--- src/sv/ineb_pkg.sv ---
`default_nettype none
package ineb_pkg;

  localparam logic [1:0] CMD_ADD  = 2'd0;
  localparam logic [1:0] CMD_UNDO = 2'd1;
  localparam logic [1:0] CMD_REDO = 2'd2;

  typedef enum logic [1:0] {
    ST_DONE = 2'd0,
    ST_FULL = 2'd1,
    ST_NOP  = 2'd2
  } status_e;

  typedef enum logic [3:0] {
    S_IDLE,
    S_DECODE,
    S_HREAD,
    S_HWAIT,
    S_VSCAN,
    S_ESCAN,
    S_CROSS,
    S_CHECK,
    S_EMIT_ST,
    S_EMIT_E
  } state_e;

  typedef logic [9:0]  vidx_t;
  typedef logic [10:0] vcount_t;
  typedef logic [12:0] ecount_t;

  typedef struct packed {
    logic [1:0]         cmd;
    logic signed [15:0] pos_x;
    logic signed [15:0] pos_y;
    logic signed [15:0] pos_z;
  } in_t;

  typedef struct packed {
    logic       edge_valid;
    vidx_t      edge_from;
    vidx_t      edge_to;
    vcount_t    vertex_count;
    ecount_t    edge_count;
    logic [1:0] status;
    logic       last;
  } out_t;

  typedef struct packed {
    logic    cap;
    logic    cur_undo;
    logic    cur_redo;
    logic    hist_rd;
    logic    restore;
    logic    vscan_start;
    logic    escan_start;
    logic    cross_mul;
    logic    cross_set;
    logic    set_zero;
    logic    set_one;
    logic    commit;
    logic    emit_st;
    logic    emit_edge;
    status_e st;
  } ctl_t;

  typedef struct packed {
    logic [1:0] cmd;
    logic       vc_full;
    logic       vc_zero;
    logic       vc_one;
    logic       undo_ok;
    logic       redo_ok;
    logic       fits;
    logic       vs_busy;
    logic       es_busy;
    logic       out_free;
    logic       k_last;
    logic       n_zero;
  } sts_t;

endpackage
`default_nettype wire

--- src/sv/ineb_ctrl.sv ---
`default_nettype none
module ineb_ctrl (
  input  wire logic           clk_i,
  input  wire logic           rst_ni,
  input  wire logic           in_valid_i,
  output logic                in_ready_o,
  input  wire ineb_pkg::sts_t sts_i,
  output ineb_pkg::ctl_t      ctl_o
);

  ineb_pkg::state_e  state_q, state_d;
  ineb_pkg::status_e st_q, st_d;

  always_ff @(posedge clk_i or negedge rst_ni) begin
    if (!rst_ni) begin
      state_q <= ineb_pkg::S_IDLE;
      st_q    <= ineb_pkg::ST_DONE;
    end else begin
      state_q <= state_d;
      st_q    <= st_d;
    end
  end

  always_comb begin
    state_d = state_q;
    st_d    = st_q;
    unique case (state_q)
      ineb_pkg::S_IDLE: begin
        if (in_valid_i) state_d = ineb_pkg::S_DECODE;
      end
      ineb_pkg::S_DECODE: begin
        priority if (sts_i.cmd == ineb_pkg::CMD_ADD) begin
          if (sts_i.vc_full) begin
            st_d    = ineb_pkg::ST_FULL;
            state_d = ineb_pkg::S_EMIT_ST;
          end else if (sts_i.vc_zero || sts_i.vc_one) begin
            state_d = ineb_pkg::S_CHECK;
          end else begin
            state_d = ineb_pkg::S_VSCAN;
          end
        end else if (sts_i.cmd == ineb_pkg::CMD_UNDO) begin
          st_d    = sts_i.undo_ok ? ineb_pkg::ST_DONE : ineb_pkg::ST_NOP;
          state_d = sts_i.undo_ok ? ineb_pkg::S_HREAD : ineb_pkg::S_EMIT_ST;
        end else if (sts_i.cmd == ineb_pkg::CMD_REDO) begin
          st_d    = sts_i.redo_ok ? ineb_pkg::ST_DONE : ineb_pkg::ST_NOP;
          state_d = sts_i.redo_ok ? ineb_pkg::S_HREAD : ineb_pkg::S_EMIT_ST;
        end else begin
          st_d    = ineb_pkg::ST_DONE;
          state_d = ineb_pkg::S_EMIT_ST;
        end
      end
      ineb_pkg::S_HREAD: state_d = ineb_pkg::S_HWAIT;
      ineb_pkg::S_HWAIT: state_d = ineb_pkg::S_EMIT_ST;
      ineb_pkg::S_VSCAN: begin
        if (!sts_i.vs_busy) state_d = ineb_pkg::S_ESCAN;
      end
      ineb_pkg::S_ESCAN: begin
        if (!sts_i.es_busy) state_d = ineb_pkg::S_CROSS;
      end
      ineb_pkg::S_CROSS: state_d = ineb_pkg::S_CHECK;
      ineb_pkg::S_CHECK: begin
        if (sts_i.fits) begin
          st_d    = ineb_pkg::ST_DONE;
          state_d = sts_i.n_zero ? ineb_pkg::S_EMIT_ST : ineb_pkg::S_EMIT_E;
        end else begin
          st_d    = ineb_pkg::ST_FULL;
          state_d = ineb_pkg::S_EMIT_ST;
        end
      end
      ineb_pkg::S_EMIT_ST: begin
        if (sts_i.out_free) state_d = ineb_pkg::S_IDLE;
      end
      ineb_pkg::S_EMIT_E: begin
        if (sts_i.out_free && sts_i.k_last) state_d = ineb_pkg::S_IDLE;
      end
      default: state_d = ineb_pkg::S_IDLE;
    endcase
  end

  always_comb begin
    ctl_o      = '0;
    ctl_o.st   = st_q;
    in_ready_o = 1'b0;
    unique case (state_q)
      ineb_pkg::S_IDLE: begin
        in_ready_o = 1'b1;
        ctl_o.cap  = in_valid_i;
      end
      ineb_pkg::S_DECODE: begin
        priority if (sts_i.cmd == ineb_pkg::CMD_ADD) begin
          if (!sts_i.vc_full) begin
            ctl_o.set_zero    = sts_i.vc_zero;
            ctl_o.set_one     = sts_i.vc_one;
            ctl_o.vscan_start = !sts_i.vc_zero && !sts_i.vc_one;
          end
        end else if (sts_i.cmd == ineb_pkg::CMD_UNDO) begin
          ctl_o.cur_undo = sts_i.undo_ok;
        end else if (sts_i.cmd == ineb_pkg::CMD_REDO) begin
          ctl_o.cur_redo = sts_i.redo_ok;
        end else begin
          ctl_o.cap = 1'b0;
        end
      end
      ineb_pkg::S_HREAD: ctl_o.hist_rd = 1'b1;
      ineb_pkg::S_HWAIT: ctl_o.restore = 1'b1;
      ineb_pkg::S_VSCAN: ctl_o.escan_start = !sts_i.vs_busy;
      ineb_pkg::S_ESCAN: ctl_o.cross_mul = !sts_i.es_busy;
      ineb_pkg::S_CROSS: ctl_o.cross_set = 1'b1;
      ineb_pkg::S_CHECK: ctl_o.commit = sts_i.fits;
      ineb_pkg::S_EMIT_ST: ctl_o.emit_st = sts_i.out_free;
      ineb_pkg::S_EMIT_E: ctl_o.emit_edge = sts_i.out_free;
      default: ctl_o.cap = 1'b0;
    endcase
  end

endmodule
`default_nettype wire

--- config.mk ---
export PLATFORM = sky130hd
export DESIGN_NAME = ineb_ctrl
export DESIGN_NICKNAME = d
export VERILOG_FILES = /design/src/sv/ineb_pkg.sv /design/src/sv/ineb_ctrl.sv
export SDC_FILE = /design/constraint.sdc
export NUM_CORES = 1
export LEC_CHECK = 0
export BUFFER_PORTS_ARGS = -buffer_cell sky130_fd_sc_hd__buf_2
export CAP_MARGIN = 20
export CORE_UTILIZATION = 30
export CTS_CLUSTER_DIAMETER = 30
export DETAILED_ROUTE_END_ITERATION = 6
export PLACE_DENSITY = 0.61
export SYNTH_ARGS = -nofsm -noshare
export SYNTH_HDL_FRONTEND = slang
export SYNTH_SLANG_ARGS = --single-unit
--- constraint.sdc ---
create_clock -name clk_i -period 1.91 [get_ports clk_i]
set_clock_uncertainty 0.05 [all_clocks]
set_input_delay 0.0955 -clock clk_i [delete_from_list [all_inputs] [get_ports clk_i]]
set_output_delay 0.0955 -clock clk_i [all_outputs]
set_load 0.05 [all_outputs]
==> results.md <==
* Status: completed
* Initial core utilization at 32.4%
* Hold Slack at 0.0173 ns
* Leak Pwr at 0.403 nW
* Total grt overflow at 0
* Relative max-transition margin at 62.2%
* Layout area overhead at 50.4%
* Via count at 696
* Slew Viols, Final at 0
* First-pass GRT wire length at 2310 um
* Root buffer cell: clkbuf_4
* IO Port Bufs at 32
* Residual DRC at 0
* Internal reg-to-reg setup slack at 0.20 ns
* CP endpoint kind: output port
* Avg Inst Size Synth at 7.64 sq um
* Pwr per Cell Area at 1420 nW/um^2
* Vias in the first global route at 562
* Layout cells sized above 1 at 48.6%
* CP Data Required Time at 1.76 ns
* Fmax at 542 MHz
* Cell variety after synth at 31
* Largest net degree at the start of global routing at 12
* Yosys top cell area share at 26.5%
* Setup crit start kind: flop
* Final Util at 48.7%
* Mapped Nets at 90
* CTS sink cnt at 6
* Post-Syn Area at 566 sq um
* Non-filler instance count after layout at 136
* Hold Vio Cnt, Final at 0
* Ant. Diodes at 0
* Clock tree buffer depth at 2
* Tot GR Track Use at 15.6%
* R2r endpoint: state_q[0]$_DFFE_PN0P_
* Max-Cap Viols at 0
* Post-synth EDFFs at 0
* Clock latency on the worst-skew pair at 0.24 ns
* Post-synthesis sequential area ratio at 26.5%
* Initial antenna violation count at 0
* RSZ-0062 raised after global routing: false
* TritonCTS clock tree: yes
* Row cnt at 15
* Final wirelength at 1520 um
* R2R depth at 5
* Post-layout instance area at 851 sq um
* Synth area leaders: dfrtp_1, nor2_1, and2_1
* Crit Path Class: flop to output port
* Total CTS buffers at 3
* DP Area at 798 sq um
* Most frequent cell after synthesis: nor2_1
* Ys async rst share at 100%
* Post-synth top area cell: dfrtp_1
* Post-synthesis register bit count at 6
* Height of the die at 45.4 um
* Top FF cell, synth: dfrtp_1
* Worst setup endpoint: ctl_o[5]
* Period Utilization, post-route at 96.6%
* Final setup violating endpoints at 0
* First-pass DRT Iterations at 4
* # IOs at 33
* Arrival time at the worst endpoint at 1.70 ns
* Worst Hold Class: input port to flop
* Final nets at 129
* Routed Antenna Nets at 0
* VDD IR max at 0.529 mV
* Launch point of the worst reg-to-reg path: state_q[3]$_DFFE_PN0P_
* Worst Path Max Fanout at 5
* First element of the critical path: state_q[3]$_DFFE_PN0P_
* Detail Placement HPWL at 1210 um
* Initial DRC count at 10
* Synth top cells by count: nor2_1, dfrtp_1, nand2_1, nor3_1
* Htree depth at 1
* Core ar. at 1750 sq um
* Reg clk slew, reported paths at 0.04 ns
* RD Place Congestion at 0.881
* Full die area at 2060 sq um
* Mapped Cells at 74
* Filler cells at 185
* Min Tclk post-route at 1.84 ns
* Wire per inst at 11.2 um
* Synth warn at 0
* Worst slew pin tran at 0.553 ns
* Die Width at 45.4 um
* Dpl cells at 131
* Vias/cell at 5.12
==> timing repair <==
| action | 4_1_cts | 5_1_grt |
|---|---|---|
| hold buffers | 1 | 0 |
| resized for setup | 3 | 2 |
| endpoints found under the setup margin | 3 | 2 |
| hold endpoints to repair | 6 | 0 |
| setup buffers | 1 | 0 |
==> metal layers <==
layer	share of wire, %	vias up	GRT usage [%]
li1	-	341	-
met1	43	311	20.2
met2	47	39	25.1
met3	7.1	5	2.38
met4	2.2	0	7.27
met5	0	-	0
==> sequential cells by signal, indices dropped and copies added, names as in the netlist <==
signal and flops:
state_q 4, st_q 2
==> worst min path at each step <==
stage                   from                      to  cells after the start
finish              sts_i[5]     st_q[0]$_DFFE_PN0P_                      2
global route        sts_i[5]     st_q[0]$_DFFE_PN0P_                      2
CTS                 sts_i[5]     st_q[0]$_DFFE_PN0P_                      2
detailed placement    rst_ni     st_q[1]$_DFFE_PN0P_                      1
global placement      rst_ni  state_q[1]$_DFFE_PN0P_                      1
floorplan             rst_ni     st_q[0]$_DFFE_PN0P_                      0
==> per-stage QoR <==
step                worst slack, ns  setup TNS, ns  power, W
floorplan                    -0.355         -0.615  0.000891
global placement              0.241              0   0.00107
detailed placement            0.186              0   0.00107
CTS                          0.0196              0   0.00121
global route                0.00846              0   0.00129
finish                       0.0656              0   0.00120
==> report_power, final <==
group	internal (W)	leakage (nW)	switching (W)	total, W
Clock	0.0000709	0.0138	0.0000441	0.000115
Combinational	0.000296	0.314	0.000567	0.000863
Sequential	0.000186	0.0751	0.0000408	0.000227
Total	0.000553	0.403	0.000652	0.00120
==> final cells by class <==
class | instances | area (sq um) | area share, %
well taps | 25 | 31.3 | 3.68
flip-flops and latches | 6 | 151 | 17.8
clock buffers | 3 | 22.5 | 2.65
multi-input cells | 60 | 408 | 47.9
repair buffers | 39 | 226 | 26.6
inverters | 3 | 11.3 | 1.32
==> critical path: stages (launching register included) <==
cell and delay, ns:
dfrtp_1 0.37, or4b_4 0.60, nor2_1 0.15, and2_1 0.14
buf_4 0.19
==> cell usage in the layout (no fill, tap or decap), types with 2 or more instances in the layout <==
master / count
nor3b_1: 2
dfrtp_1: 5
nor2_2: 2
o31ai_1: 2
nand2b_1: 3
clkbuf_4: 3
buf_4: 8
buf_2: 29
nor2_1: 10
a21oi_1: 4
nor3_1: 4
or2_2: 2
inv_1: 3
a211oi_1: 2
and2_1: 4
nand2_1: 5
nor4_2: 2
==> logic make-up (layout without fill, tap and decap cells) <==
logic type,after synthesis,in the layout,synth area share (%)
simple gates,43,43,42.3
buf+inv,8,45,7.96
flops,6,6,26.5
compound gates,15,15,19.5
mux,2,2,3.76
(Power assumes the default switching activity.)
